===== src/design/i2cm_pkg.sv =====
// Shared types and constants for the I2C master bit engine.
package i2cm_pkg;

	localparam int CntW = 26;

	localparam logic [2:0] CMD_TICK  = 3'd0;
	localparam logic [2:0] CMD_START = 3'd1;
	localparam logic [2:0] CMD_STOP  = 3'd2;
	localparam logic [2:0] CMD_SEND  = 3'd3;
	localparam logic [2:0] CMD_RECV  = 3'd4;

	localparam logic [2:0] PRIM_IDLE = 3'd0;

	localparam logic [1:0] REG_SLOW_FACTOR = 2'd0;
	localparam logic [1:0] REG_LONG_DELAY  = 2'd1;
	localparam logic [1:0] REG_SHORT_DELAY = 2'd2;

	localparam logic [15:0] SLOW_RST  = 16'd1;
	localparam logic [9:0]  LONG_RST  = 10'd60;
	localparam logic [9:0]  SHORT_RST = 10'd40;

	typedef struct packed {
		logic [CntW-1:0] long_len;
		logic [CntW-1:0] short_len;
	} phase_len_t;

endpackage


===== src/design/i2cm_cfg.sv =====
// Configuration registers and premultiplied phase lengths.
module i2cm_cfg (
	input  logic                clk,
	input  logic                arst_n,
	input  logic                cfg_valid,
	input  logic [1:0]          cfg_index,
	input  logic [15:0]         cfg_data,
	output i2cm_pkg::phase_len_t lens
);

	logic [15:0] slow_q;
	logic [9:0]  long_q;
	logic [9:0]  short_q;
	i2cm_pkg::phase_len_t lens_q;

	logic [15:0] slow_nx;
	logic [15:0] slow_eff;
	logic [9:0]  long_nx;
	logic [9:0]  short_nx;

	always_comb begin
		slow_nx  = (cfg_index == i2cm_pkg::REG_SLOW_FACTOR) ? cfg_data : slow_q;
		long_nx  = (cfg_index == i2cm_pkg::REG_LONG_DELAY) ? cfg_data[9:0] : long_q;
		short_nx = (cfg_index == i2cm_pkg::REG_SHORT_DELAY) ? cfg_data[9:0] : short_q;
		slow_eff = (slow_nx == 16'd0) ? 16'd1 : slow_nx;
	end

	always_ff @(posedge clk or negedge arst_n) begin
		if (!arst_n) begin
			slow_q           <= i2cm_pkg::SLOW_RST;
			long_q           <= i2cm_pkg::LONG_RST;
			short_q          <= i2cm_pkg::SHORT_RST;
			lens_q.long_len  <= i2cm_pkg::CntW'(i2cm_pkg::LONG_RST);
			lens_q.short_len <= i2cm_pkg::CntW'(i2cm_pkg::SHORT_RST);
		end else if (cfg_valid) begin
			slow_q           <= slow_nx;
			long_q           <= long_nx;
			short_q          <= short_nx;
			lens_q.long_len  <= i2cm_pkg::CntW'({16'd0, long_nx} * {10'd0, slow_eff});
			lens_q.short_len <= i2cm_pkg::CntW'({16'd0, short_nx} * {10'd0, slow_eff});
		end
	end

	assign lens = lens_q;

endmodule


===== src/design/i2c_master_bit_engine.sv =====
// I2C master bit engine top level: tick handshake, primitive sequencer, result register.
// One bus tick per item, one item per clock. The sequencer state advances through combinational
// next-state logic and each result sits in an output register, so an item is
// taken whenever that register is empty or being drained. Phase lengths (delay times
// slow factor) are multiplied once when a register is written, so each tick only adds
// one to the phase counter and compares it with the stored length.
module i2c_master_bit_engine (
	input  logic        clk,
	input  logic        arst_n,
	input  logic        in_valid,
	output logic        in_ready,
	input  logic [2:0]  cmd,
	input  logic [7:0]  tx_byte,
	input  logic        ack_out,
	input  logic        sda_in,
	output logic        out_valid,
	input  logic        out_ready,
	output logic        scl_level,
	output logic        sda_level,
	output logic        busy_res,
	output logic        done_res,
	output logic        ack_seen,
	output logic [7:0]  rx_byte,
	output logic        rejected,
	input  logic        cfg_valid,
	output logic        cfg_ready,
	input  logic [1:0]  cfg_index,
	input  logic [15:0] cfg_data
);

	localparam int CntW = i2cm_pkg::CntW;

	i2cm_pkg::phase_len_t lens;

	logic [2:0]      prim_q;
	logic [2:0]      step_q;
	logic [3:0]      bidx_q;
	logic [7:0]      tx_q;
	logic [7:0]      rx_q;
	logic [CntW-1:0] cnt_q;
	logic            scl_q;
	logic            sda_q;
	logic            ack_q;
	logic            acko_q;

	logic            out_valid_q;
	logic            scl_out_q, sda_out_q, busy_q, done_q, rej_q;

	logic [2:0]      prim_d;
	logic [2:0]      step_d;
	logic [3:0]      bidx_d;
	logic [7:0]      tx_d;
	logic [7:0]      rx_d;
	logic [CntW-1:0] cnt_d;
	logic [CntW-1:0] cnt_inc;
	logic            scl_d, sda_d, ack_d, acko_d;
	logic            pin_scl, pin_sda, rej_d, done_d, lng, fin;

	logic in_xfer;

	i2cm_cfg u_cfg (
		.clk       (clk),
		.arst_n    (arst_n),
		.cfg_valid (cfg_valid),
		.cfg_index (cfg_index),
		.cfg_data  (cfg_data),
		.lens      (lens)
	);

	assign cfg_ready = 1'b1;
	assign in_ready  = !out_valid_q || out_ready;
	assign in_xfer   = in_valid && in_ready;

	always_comb begin
		prim_d  = prim_q;
		step_d  = step_q;
		bidx_d  = bidx_q;
		tx_d    = tx_q;
		rx_d    = rx_q;
		cnt_d   = cnt_q;
		scl_d   = scl_q;
		sda_d   = sda_q;
		ack_d   = ack_q;
		acko_d  = acko_q;
		rej_d   = 1'b0;
		done_d  = 1'b0;
		lng     = 1'b0;
		fin     = 1'b0;
		cnt_inc = '0;

		if (cmd == i2cm_pkg::CMD_START || cmd == i2cm_pkg::CMD_STOP ||
		    cmd == i2cm_pkg::CMD_SEND || cmd == i2cm_pkg::CMD_RECV) begin
			if (prim_q != i2cm_pkg::PRIM_IDLE) begin
				rej_d = 1'b1;
			end else begin
				prim_d = cmd;
				step_d = 3'd0;
				bidx_d = 4'd0;
				cnt_d  = '0;
				acko_d = ack_out;
				if (cmd == i2cm_pkg::CMD_SEND) tx_d = tx_byte;
				if (cmd == i2cm_pkg::CMD_RECV) begin
					rx_d  = 8'd0;
					sda_d = 1'b1;
				end
			end
		end

		// drive levels for this phase
		if (prim_d != i2cm_pkg::PRIM_IDLE) begin
			unique case (prim_d)
				i2cm_pkg::CMD_START: begin
					if (step_d == 3'd0) begin
						sda_d = 1'b1; scl_d = 1'b1; lng = 1'b1;
					end else if (step_d == 3'd1) begin
						sda_d = 1'b0; lng = 1'b1;
					end else begin
						scl_d = 1'b0;
					end
				end
				i2cm_pkg::CMD_STOP: begin
					if (step_d == 3'd0) begin
						sda_d = 1'b0;
					end else if (step_d == 3'd1) begin
						scl_d = 1'b1; lng = 1'b1;
					end else begin
						sda_d = 1'b1; lng = 1'b1;
					end
				end
				i2cm_pkg::CMD_SEND: begin
					if (step_d == 3'd0) begin
						sda_d = (bidx_d < 4'd8) ? tx_d[7] : 1'b1;
					end else if (step_d == 3'd1) begin
						scl_d = 1'b1; lng = 1'b1;
					end else begin
						scl_d = 1'b0;
					end
				end
				default: begin
					if (step_d == 3'd0) begin
						scl_d = 1'b1; lng = 1'b1;
					end else if (step_d == 3'd1) begin
						scl_d = 1'b0;
					end else if (step_d == 3'd2) begin
						sda_d = !acko_d;
					end else if (step_d == 3'd3) begin
						scl_d = 1'b1; lng = 1'b1;
					end else begin
						scl_d = 1'b0;
					end
				end
			endcase
		end
		pin_scl = scl_d;
		pin_sda = sda_d;

		// phase timing and end of phase
		if (prim_d != i2cm_pkg::PRIM_IDLE) begin
			cnt_inc = cnt_d + 1'b1;
			if (cnt_inc >= (lng ? lens.long_len : lens.short_len)) begin
				cnt_d = '0;
				unique case (prim_d) inside
					i2cm_pkg::CMD_START, i2cm_pkg::CMD_STOP: begin
						step_d = step_d + 3'd1;
						fin    = (step_d == 3'd3);
					end
					i2cm_pkg::CMD_SEND: begin
						if (step_d == 3'd1 && bidx_d == 4'd8) ack_d = !sda_in;
						if (step_d < 3'd2) begin
							step_d = step_d + 3'd1;
						end else begin
							if (bidx_d < 4'd8) tx_d = {tx_d[6:0], 1'b0};
							bidx_d = bidx_d + 4'd1;
							step_d = 3'd0;
							fin    = (bidx_d == 4'd9);
						end
					end
					default: begin
						if (step_d == 3'd0) begin
							rx_d   = {rx_d[6:0], sda_in};
							step_d = 3'd1;
						end else if (step_d == 3'd1) begin
							bidx_d = bidx_d + 4'd1;
							step_d = (bidx_d >= 4'd8) ? 3'd2 : 3'd0;
						end else if (step_d < 3'd4) begin
							step_d = step_d + 3'd1;
						end else begin
							sda_d = 1'b1;
							fin   = 1'b1;
						end
					end
				endcase
			end else begin
				cnt_d = cnt_inc;
			end
			if (fin) begin
				prim_d = i2cm_pkg::PRIM_IDLE;
				step_d = 3'd0;
				bidx_d = 4'd0;
				done_d = 1'b1;
			end
		end
	end

	always_ff @(posedge clk or negedge arst_n) begin
		if (!arst_n) begin
			prim_q <= i2cm_pkg::PRIM_IDLE;
			step_q <= 3'd0;
			bidx_q <= 4'd0;
			tx_q   <= 8'd0;
			rx_q   <= 8'd0;
			cnt_q  <= '0;
			scl_q  <= 1'b1;
			sda_q  <= 1'b1;
			ack_q  <= 1'b0;
			acko_q <= 1'b0;
		end else if (in_xfer) begin
			prim_q <= prim_d;
			step_q <= step_d;
			bidx_q <= bidx_d;
			tx_q   <= tx_d;
			rx_q   <= rx_d;
			cnt_q  <= cnt_d;
			scl_q  <= scl_d;
			sda_q  <= sda_d;
			ack_q  <= ack_d;
			acko_q <= acko_d;
		end
	end

	always_ff @(posedge clk or negedge arst_n) begin
		if (!arst_n) begin
			out_valid_q <= 1'b0;
		end else if (in_ready) begin
			out_valid_q <= in_valid;
		end
	end

	always_ff @(posedge clk) begin
		if (in_xfer) begin
			scl_out_q <= pin_scl;
			sda_out_q <= pin_sda;
			busy_q    <= (prim_d != i2cm_pkg::PRIM_IDLE);
			done_q    <= done_d;
			rej_q     <= rej_d;
		end
	end

	assign out_valid = out_valid_q;
	assign scl_level = scl_out_q;
	assign sda_level = sda_out_q;
	assign busy_res  = busy_q;
	assign done_res  = done_q;
	assign rejected  = rej_q;
	assign ack_seen  = ack_q;
	assign rx_byte   = rx_q;

	a_done_not_busy: assert property (@(posedge clk) disable iff (!arst_n)
		out_valid_q && done_q |-> !busy_q)
		else $error("done reported while still busy");

	a_idle_clean: assert property (@(posedge clk) disable iff (!arst_n)
		prim_q == i2cm_pkg::PRIM_IDLE |-> step_q == 3'd0 && bidx_q == 4'd0 && cnt_q == '0)
		else $error("idle sequencer holds stale phase state");

	a_bidx_range: assert property (@(posedge clk) disable iff (!arst_n)
		bidx_q <= 4'd9)
		else $error("bit index out of range");

	a_cmd_starts: assert property (@(posedge clk) disable iff (!arst_n)
		in_xfer && prim_q == i2cm_pkg::PRIM_IDLE &&
		(cmd == i2cm_pkg::CMD_START || cmd == i2cm_pkg::CMD_STOP ||
		 cmd == i2cm_pkg::CMD_SEND || cmd == i2cm_pkg::CMD_RECV)
		|=> prim_q == $past(cmd))
		else $error("accepted command did not start its primitive");

endmodule

===== config.mk =====
export PLATFORM = sky130hd
export DESIGN_NAME = i2c_master_bit_engine
export DESIGN_NICKNAME = d
export VERILOG_FILES = /design/src/design/i2cm_pkg.sv /design/src/design/i2cm_cfg.sv /design/src/design/i2c_master_bit_engine.sv
export SDC_FILE = /design/constraint.sdc
export NUM_CORES = 1
export LEC_CHECK = 0
export ABC_CLOCK_PERIOD_IN_PS = 8950
export BUFFER_PORTS_ARGS = -buffer_cell sky130_fd_sc_hd__buf_2
export CAP_MARGIN = 20
export CORE_UTILIZATION = 40
export DETAILED_ROUTE_END_ITERATION = 16
export GPL_ROUTABILITY_DRIVEN = 1
export HOLD_SLACK_MARGIN = 0.05
export PLACE_DENSITY = 0.66
export REMOVE_ABC_BUFFERS = 1
export SLEW_MARGIN = 20
export SYNTH_ARGS = -nofsm -noshare
export SYNTH_HDL_FRONTEND = slang
export SYNTH_SLANG_ARGS = --single-unit

===== constraint.sdc =====
create_clock -name clk -period 8.95 [get_ports clk]
set_clock_uncertainty 0.1 [all_clocks]
set_input_delay 0 -clock clk [delete_from_list [all_inputs] [get_ports clk]]
set_output_delay 0 -clock clk [all_outputs]
set_load 0.05 [all_outputs]

==> impl_metrics.env, run 1 <==
export IMPL_synth_seq_area_share_pct=20.3
export IMPL_yosysUniqueCellTypes=80
export IMPL_rsz0062_at_grt="no"
export IMPL_met1_usage_pct=30.8
export IMPL_layout_drive_gt1_share_pct=10.6
export IMPL_gr_usage_met3_pct=3.51
export IMPL_portBuffers=51
export IMPL_areaGrowthSynthToFinish_pct=9.83
export IMPL_cts_setup_buffers=0
export IMPL_synthArstFlopShare_pct=96.7
export IMPL_min_period_over_period_pct=84.7
export IMPL_place_area_um2=19600
export IMPL_drv_cap=0
export IMPL_fmax_mhz=132
export IMPL_final_cells=2771
export IMPL_worst_slack_ns=1.37
export IMPL_critPathArrivalTime_ns=7.86
export IMPL_tightest_slew_ns=1.08
export IMPL_ctsResizeCount=0
export IMPL_post_drt_wl_per_cell_um=18.7
export IMPL_path_max_fanout=31
export IMPL_crit_start="prim_q[0]"
export IMPL_ant_nets=0
export IMPL_cts_tree="done"
export IMPL_ys_warn_count=0
export IMPL_drtIter0Drc=1246
export IMPL_start_util_pct=40.9
export IMPL_report_final_setup_viol=0
export IMPL_busiest_layer="met2"
export IMPL_cts_root_buf="clkbuf_16"
export IMPL_rows=78
export IMPL_insertion_delay_ns=0.46
export IMPL_critical_path_class="reg2reg"
export IMPL_vias=15300
export IMPL_cts_sinks=150
export IMPL_avgSynthCellArea_um2=8.90
export IMPL_die_height_um=218
export IMPL_fin_tns_setup_ns=0
export IMPL_place_inst=2705
export IMPL_outcome="complete, no violations"
export IMPL_met2_usage_pct=37.2
export IMPL_ys_ff_latch=150
export IMPL_final_cell_area_um2=20600
export IMPL_r2r_start="prim_q[0]"
export IMPL_r2r_slack_ns=1.37
export IMPL_final_common_cell="inv_1"
export IMPL_overflow=0
export IMPL_layout_common_cells="275 x inv_1, 268 x nand2_1, 247 x nor2_1"
export IMPL_clock_path_buffers=2
export IMPL_min_path_type="in2async"
export IMPL_wl_um=51900
export IMPL_ioPinCount=53
export IMPL_dp_hpwl_um=40000
export IMPL_routed_via_density=5.54
export IMPL_grt_usage_pct=23.0
export IMPL_holdBufCountCts=33
export IMPL_hold_violations=0
export IMPL_first_global_vias=16000
export IMPL_min_period_ns=7.58
export IMPL_firstDrtPassIters=5
export IMPL_cp_start_kind="flip-flop"
export IMPL_synth_edf_count=5
export IMPL_slew_headroom_pct=25.9
export IMPL_dp_slack_ns=1.56
export IMPL_die_area_um2=47700
export IMPL_maxSlewViolCount=0
export IMPL_end_kind="flip-flop"
export IMPL_drc_errors=0
export IMPL_grt_max_degree=82
export IMPL_synthFlopType="dfrtp_1"
export IMPL_antenna_found_initial=1
export IMPL_netlist_instances=2104
export IMPL_grt_pass1_wl_um=85500
export IMPL_clkTransAtPathRegs_ns=0.07
export IMPL_die_x_um=218
export IMPL_nets=2572
export IMPL_required_ns=9.23
export IMPL_cts_htree_levels=4
export IMPL_core_um2=45800
export IMPL_cts_buffers_inserted=17
export IMPL_synth_area_um2=18700
export IMPL_gp_congestion=0.931
cell usage after synthesis (14+ instances only):
library cell | number | area [um2]
xnor2_1 | 44 | 385
nand2b_1 | 19 | 119
mux2i_1 | 61 | 611
nand3_1 | 35 | 175
xor2_1 | 20 | 175
o21ai_0 | 63 | 315
inv_1 | 275 | 1030
nor3_1 | 21 | 105
a21oi_1 | 107 | 536
a22o_1 | 14 | 123
and3_1 | 17 | 106
clkbuf_1 | 63 | 236
nand4_1 | 14 | 87.6
mux2_2 | 75 | 845
dfrtp_1 | 130 | 3250
a21o_1 | 25 | 188
nand2_1 | 268 | 1010
ha_1 | 159 | 1990
a31oi_1 | 18 | 113
nor2_1 | 248 | 931
dfstp_2 | 15 | 394
fa_1 | 220 | 4400
worst paths after layout:
kind,cells after the start,end
max,19,tx_q[7]
min,2,u_cfg.slow_q[12]
max reg2reg,19,tx_q[7]
min reg2reg,2,tx_q[6]
max in group asynchronous,3,rx_byte[3]
min in group clk,4,u_cfg.short_q[4]
stage by stage:
stage	hold slack, ns	util (%)
after CTS	0.0569	44.9
final	0.0522	44.9
after global routing	0.106	44.9
after global placement	0.0249	42.9
after floorplan	-0.396	-
after detailed placement	0.0223	42.9
routing by layer:
layer  wire [um]  vias up
li1            -     7040
met1       22400     7736
met2       24600      469
met3        3020       97
met4        1780        2
met5          13        -
registers in the layout, indices dropped and copies added (netlist names), 4 cells and up:
register	flops
bidx_q	4
u_cfg.slow_q	16
tx_q	8
u_cfg.lens	52
cnt_q	26
u_cfg.long_q	10
rx_byte	8
u_cfg.short_q	10
worst max-delay path, stage by stage (launching register included):
cell and delay (ns):
dfrtp_1 0.48, or3_1 0.57, or3_4 0.62, and2_1 0.28
inv_1 0.11, ha_1 0.45, inv_1 0.11, and3_1 0.18
a221oi_1 0.22, o211a_1 0.60, mux2i_1 0.27, ha_1 0.26
a211oi_1 0.35, o211ai_1 0.14, a2111oi_0 0.85, o31ai_1 0.37
o21ai_1 0.62, o22ai_1 0.17, dlygate4sd3_1 0.59, a21oi_1 0.13
final cells by class:
| type | instances | area [um2] |
|---|---|---|
| Clock inverter | 9 | 116 |
| Antenna cell | 1 | 2.50 |
| Tap cell | 600 | 751 |
| Timing Repair Buffer | 120 | 865 |
| Clock buffer | 23 | 469 |
| Inverter | 277 | 1040 |
| Multi-Input combinational cell | 1591 | 13500 |
| Fill cell | 4373 | 25200 |
| Sequential cell | 150 | 3800 |
kinds of logic after synthesis:
family / Yosys count / synth area share (%)
fa+ha+maj: 379 / 34.2
other cells: 1 / 0.0200
mux: 137 / 7.83
buf+inv: 363 / 7.69
xor+xnor: 64 / 2.99
flops: 150 / 20.3
compound gates: 328 / 11.2
simple gates: 682 / 15.8
Power of run 1 is not shown: default switching activity piles up to over one toggle a cycle in this logic, so the estimate is an artifact.
==> run 2, diff against run 1 <==
--- a/config.mk
+++ b/config.mk
@@ -5,7 +5,8 @@
 export SDC_FILE = /design/constraint.sdc
 export NUM_CORES = 1
 export LEC_CHECK = 0
-export ABC_CLOCK_PERIOD_IN_PS = 8950
+export ABC_AREA = 1
+export ABC_CLOCK_PERIOD_IN_PS = 7700
 export BUFFER_PORTS_ARGS = -buffer_cell sky130_fd_sc_hd__buf_2
 export CAP_MARGIN = 20
 export CORE_UTILIZATION = 40
==> constraint.sdc (replaced) <==
create_clock -name clk -period 7.7 [get_ports clk]
set_clock_uncertainty 0.1 [all_clocks]
set_input_delay 0 -clock clk [delete_from_list [all_inputs] [get_ports clk]]
set_output_delay 0 -clock clk [all_outputs]
set_load 0.05 [all_outputs]
==> run 2 against run 1 <==
Worst setup slack lost 0.36 ns. Critical path type unchanged. Count of clock-buffer cells in the layout shrank 1. First-iteration DRC count shrank 2.2%. Critical endpoint is now u_cfg.lens[14]. Sequential share of layout area shrank 1.2 points. Largest cell class unchanged. Register-to-register slack lost 0.36 ns.
==> impl_metrics.env, run 2 <==
export IMPL_ant_nets=0
export IMPL_gp_congestion=0.947
export IMPL_synthFlopType="dfrtp_1"
export IMPL_ys_ff_latch=150
export IMPL_die_height_um=226
export IMPL_critPathArrivalTime_ns=6.92
export IMPL_overflow=0
export IMPL_hold_violations=0
export IMPL_place_area_um2=21100
export IMPL_slew_headroom_pct=32.5
export IMPL_maxSlewViolCount=0
export IMPL_end_kind="flip-flop"
export IMPL_nets=3242
export IMPL_synth_top_area_share_pct=21.9
export IMPL_path_max_fanout=13
export IMPL_clkTransAtPathRegs_ns=0.07
export IMPL_routed_via_density=5.19
export IMPL_avgSynthCellArea_um2=7.26
export IMPL_tightest_slew_ns=1.01
export IMPL_min_delay_start="cfg_data[12]"
export IMPL_wl_um=58200
export IMPL_yosysUniqueCellTypes=57
export IMPL_grt_pass1_wl_um=94800
export IMPL_rsz0062_at_grt="no"
export IMPL_required_ns=7.93
export IMPL_ys_warn_count=0
export IMPL_outcome="complete, no violations"
export IMPL_largest_register_ffs=52
export IMPL_drc_errors=0
export IMPL_die_area_um2=51200
export IMPL_antennaDiodeCount=0
export IMPL_r2r_slack_ns=1.02
export IMPL_cp_start_kind="flip-flop"
export IMPL_die_x_um=226
export IMPL_start_util_pct=40.8
export IMPL_final_cell_area_um2=22000
export IMPL_cts_sinks=150
export IMPL_netlist_instances=2772
export IMPL_dp_hpwl_um=45500
export IMPL_insertion_delay_ns=0.48
export IMPL_synth_seq_area_share_pct=18.9
export IMPL_synth_area_top_cells="fa_1 22%, dfrtp_1 16%, nand2_1 13%"
export IMPL_grt_usage_pct=23.9
export IMPL_ctsResizeCount=0
export IMPL_report_final_setup_viol=0
export IMPL_synth_edf_count=5
export IMPL_layout_drive_gt1_share_pct=8.63
export IMPL_min_period_ns=6.68
export IMPL_min_path_type="in2reg"
export IMPL_cts_root_buf="clkbuf_16"
export IMPL_areaGrowthSynthToFinish_pct=9.52
export IMPL_clock_path_buffers=2
export IMPL_min_period_over_period_pct=86.8
export IMPL_fillCellCount=5023
export IMPL_critical_path_class="reg2reg"
export IMPL_drv_cap=0
export IMPL_rr_endpoint="u_cfg.lens[14]"
export IMPL_post_drt_wl_per_cell_um=16.6
export IMPL_synth_commonest_cells="716 x nand2_1, 496 x inv_1, 259 x nor2_1"
export IMPL_vias=18200
export IMPL_fin_tns_setup_ns=0
export IMPL_ioPinCount=53
export IMPL_cts_tree="done"
export IMPL_dp_slack_ns=0.967
export IMPL_final_common_cell="nand2_1"
export IMPL_synthArstFlopShare_pct=96.7
export IMPL_whs_path_depth=5
export IMPL_core_um2=49300
export IMPL_antenna_found_initial=0
export IMPL_yosysMostFrequentCell="nand2_1"
export IMPL_rows=81
export IMPL_first_global_vias=18400
export IMPL_r2r_start="u_cfg.slow_q[6]"
export IMPL_layout_common_cells="716 x nand2_1, 495 x inv_1, 259 x nor2_1"
export IMPL_yosys_area_top_type="fa_1"
export IMPL_portBuffers=51
export IMPL_reg2reg_depth=25
export IMPL_worst_slack_ns=1.02
export IMPL_fmax_mhz=150
export IMPL_hold_end="u_cfg.slow_q[12]"
export IMPL_grt_max_degree=102
export IMPL_firstDrtPassIters=5
export IMPL_cts_buffers_inserted=17
export IMPL_synth_area_um2=20100
export IMPL_drtIter0Drc=1218
export IMPL_cts_htree_levels=4
==> run 2: cell types whose count changed in the layout (fill, tap and decap cells not counted), moves of 17 or more <==
cell      delta
nand2_1    +448
inv_1      +220
o21ai_0    +105
nand3_1     +84
mux2_2      -75
mux2i_1     -57
o21ai_1     +38
xnor2_1     -34
a21oi_1     -29
nor2_2      +24
nand2b_1    -19
inv_2       +18
nand4_1     +17
==> run 2: worst max-delay path, stage by stage (launching register included) <==
cell and delay (ns):
dfrtp_1 0.39, o21ai_2 0.42, inv_1 0.38, nor4_1 0.32
nand3_1 0.12, and2_1 0.26, inv_1 0.22, nand2_1 0.09
fa_1 0.45, fa_1 0.49, inv_1 0.05, fa_1 0.45
fa_1 0.49, inv_1 0.05, fa_1 0.47, inv_1 0.04
ha_1 0.32, a21oi_1 0.17, o21ai_0 0.15, a21oi_1 0.31
nor2_1 0.07, nor2_1 0.14, o21ai_0 0.13, or2_2 0.30
nand3_1 0.06, o21ai_0 0.10
==> run 2: metrics by stage <==
stage / hold slack [ns] / utilization, % / std cells
4_1_cts: 0.0727 / 44.7 / 3504
3_3_place_gp: -0.114 / 42.8 / 3433
5_1_grt: 0.114 / 44.7 / 3504
6_report: 0.110 / 44.7 / 3504
3_5_place_dp: -0.100 / 42.8 / 3433
2_1_floorplan: -0.396 / - / 2678
==> run 2: worst max-delay path by stage <==
stage	startpoint	endpoint	cells past startpoint
6_report	u_cfg.slow_q[6]	u_cfg.lens[14]	25
5_1_grt	u_cfg.slow_q[10]	u_cfg.lens[14]	25
4_1_cts	u_cfg.slow_q[10]	u_cfg.lens[14]	25
3_5_place_dp	cfg_index[0]	u_cfg.lens[14]	28
3_3_place_gp	cfg_index[0]	u_cfg.lens[14]	28
2_1_floorplan	u_cfg.slow_q[15]	u_cfg.lens[14]	25
==> run 2: area by class of cell <==
| class | instances | area [um2] | area share (%) |
|---|---|---|---|
| clock buffer | 22 | 454 | 2.06 |
| clock inverter | 10 | 97.6 | 0.443 |
| inverter | 519 | 1950 | 8.85 |
| multi-input combinational | 2009 | 13900 | 63.2 |
| sequential | 150 | 3800 | 17.2 |
| tap | 664 | 831 | 3.77 |
| timing repair buffer | 130 | 970 | 4.40 |
==> run 2: kinds of logic (layout without fill, tap and decap cells) <==
family / after synthesis / after routing / share of synthesized area, %
XOR/XNOR: 29 / 29 / 1.30
buffers and inverters: 613 / 681 / 11.9
multiplexers: 1 / 1 / 0.0498
AND/OR/NAND/NOR: 1241 / 1241 / 26.3
flip-flops: 150 / 150 / 18.9
adder cells (fa/ha/maj): 379 / 379 / 31.8
other: 1 / 1 / 0.0186
AO/OA/AOI/OAI: 358 / 358 / 9.75
==> run 2: timing repair <==
item | CTS | global route
hold endpoints to repair | 106 | 0
endpoints found under the setup margin | 0 | 0
hold buffers | 39 | 0
buffers inserted | 0 | 0
==> run 2: layer usage <==
layer,global-route usage [%],vias to the layer above,part of all wire (%)
met5,0,-,0
met4,12.3,0,4.8
met3,3.11,121,5.0
met2,41.2,602,49
met1,29.0,8776,41
li1,-,8686,-
Power of run 2 is left out for the same reason.
==> run 3, diff against run 2 <==
--- a/config.mk
+++ b/config.mk
@@ -6,7 +6,7 @@
 export NUM_CORES = 1
 export LEC_CHECK = 0
 export ABC_AREA = 1
-export ABC_CLOCK_PERIOD_IN_PS = 7700
+export ABC_CLOCK_PERIOD_IN_PS = 8080
 export BUFFER_PORTS_ARGS = -buffer_cell sky130_fd_sc_hd__buf_2
 export CAP_MARGIN = 20
 export CORE_UTILIZATION = 40
==> constraint.sdc (replaced) <==
create_clock -name clk -period 8.08 [get_ports clk]
set_clock_uncertainty 0.1 [all_clocks]
set_input_delay 0 -clock clk [delete_from_list [all_inputs] [get_ports clk]]
set_output_delay 0 -clock clk [all_outputs]
set_load 0.05 [all_outputs]
==> run 3 against run 2 <==
Critical endpoint unchanged. Design area increased by 0.12%. Cell count unchanged. Sequential share of layout area barely moved.
==> impl_metrics.env, run 3 (synthesized netlist as in run 2, its figures left out) <==
export IMPL_rows=81
export IMPL_max_stage_delay_ns=0.58
export IMPL_ctsResizeCount=0
export IMPL_areaGrowthSynthToFinish_pct=9.65
export IMPL_portBuffers=51
export IMPL_min_period_ns=7.03
export IMPL_core_um2=49300
export IMPL_largest_register_ffs=52
export IMPL_final_util_pct=44.8
export IMPL_antenna_found_initial=0
export IMPL_end_kind="flip-flop"
export IMPL_overflow=0
export IMPL_clkTransAtPathRegs_ns=0.07
export IMPL_min_path_type="in2async"
export IMPL_met1_usage_pct=28.5
export IMPL_post_drt_wl_per_cell_um=16.3
export IMPL_wl_um=57300
export IMPL_cts_buffers_inserted=17
export IMPL_rsz0062_at_grt="no"
export IMPL_hold_violations=0
export IMPL_drv_cap=0
export IMPL_nets=3242
export IMPL_start_util_pct=40.8
export IMPL_insertion_delay_ns=0.48
export IMPL_maxSlewViolCount=0
export IMPL_routed_via_density=5.13
export IMPL_dp_hpwl_um=44800
export IMPL_first_global_vias=18300
export IMPL_gr_usage_met3_pct=3.03
export IMPL_cts_sinks=150
export IMPL_regArea_um2=3800
export IMPL_outcome="complete, no violations"
export IMPL_fin_tns_setup_ns=0
export IMPL_busiest_layer="met2"
export IMPL_die_x_um=226
export IMPL_cts_root_buf="clkbuf_16"
export IMPL_layout_common_cells="716 x nand2_1, 495 x inv_1, 259 x nor2_1"
export IMPL_vias=18000
export IMPL_min_period_over_period_pct=87.0
export IMPL_antennaDiodeCount=0
export IMPL_die_height_um=226
export IMPL_required_ns=8.32
export IMPL_die_area_um2=51200
export IMPL_fmax_mhz=142
export IMPL_multi_input_area_um2=13900
export IMPL_ioPinCount=53
export IMPL_cts_tree="done"
export IMPL_grt_usage_pct=23.4
export IMPL_critPathSlowestCell="dlygate4sd3_1"
export IMPL_gp_congestion=0.952
export IMPL_report_final_setup_viol=0
export IMPL_worst_path_most_repeated_cell="fa_1"
export IMPL_drc_errors=0
export IMPL_critPathArrivalTime_ns=7.27
export IMPL_ant_nets=0
export IMPL_cts_htree_levels=4
export IMPL_drtIter0Drc=1322
export IMPL_path_max_fanout=31
export IMPL_clock_path_buffers=2
export IMPL_grt_pass1_wl_um=93600
export IMPL_cp_start_kind="primary input"
export IMPL_final_common_cell="nand2_1"
export IMPL_critical_path_class="in2reg"
export IMPL_slew_headroom_pct=37.7
export IMPL_tightest_slew_ns=0.935
export IMPL_firstDrtPassIters=6
export IMPL_layout_drive_gt1_share_pct=8.45
export IMPL_fillCellCount=4946
export IMPL_met2_usage_pct=39.9
export IMPL_grt_max_degree=101
## run 3: per-stage QoR
step / cells / hold slack (ns) / worst slack [ns] / area, um2
after global placement: 3427 / -0.00242 / 1.51 / 21000
after detailed placement: 3427 / 0.00531 / 1.31 / 21000
final: 3504 / 0.00773 / 1.05 / 22100
after global routing: 3504 / 0.0797 / 0.583 / 22100
after floorplan: 2678 / -0.396 / 1.61 / 19700
after CTS: 3504 / 0.0521 / 1.14 / 22100
## run 3: per-layer routing
metal	part of all wire [%]	wire, um
met5	0	0
met1	41	23700
met2	48	27700
met3	5.2	2960
met4	5.2	2960
## run 3: cell type report
cell class | instances | share of cell area [%]
clock buffers | 21 | 2.14
clock inverters | 11 | 0.494
inverters | 519 | 8.84
multi-input cells | 2009 | 63.2
flip-flops and latches | 150 | 17.2
well taps | 664 | 3.77
repair buffers | 130 | 4.39
## run 3: worst max-delay path, delay by kind of cell
family	cells	cell delay [ns]
adders and majority gates	6	2.72
buffers and inverters	8	1.83
AOI/OAI and AO/OA	6	0.91
and+or+nand+nor	11	1.82
## run 3: worst paths after layout
check / slack [ns] / startpoint / endpoint / cells past startpoint
setup reg to reg: 1.53 / u_cfg.slow_q[10] / u_cfg.lens[14] / 25
hold / removal: 0.008 / arst_n / tx_q[2] / 2
hold reg to reg: 0.37 / u_cfg.lens[28] / u_cfg.lens[28] / 2
max in group asynchronous: 6.43 / arst_n / u_cfg.slow_q[3] / 3
min in group clk: 0.12 / cfg_index[0] / u_cfg.slow_q[13] / 5
setup / recovery: 1.05 / cfg_index[1] / u_cfg.lens[14] / 31
## run 3: what timing repair did
item                       CTS  global route
setup endpoints to repair    0             0
buffers inserted             0             0
hold buffers                45             0
hold endpoints to repair   144             0
Power of run 3 is left out for the same reason.
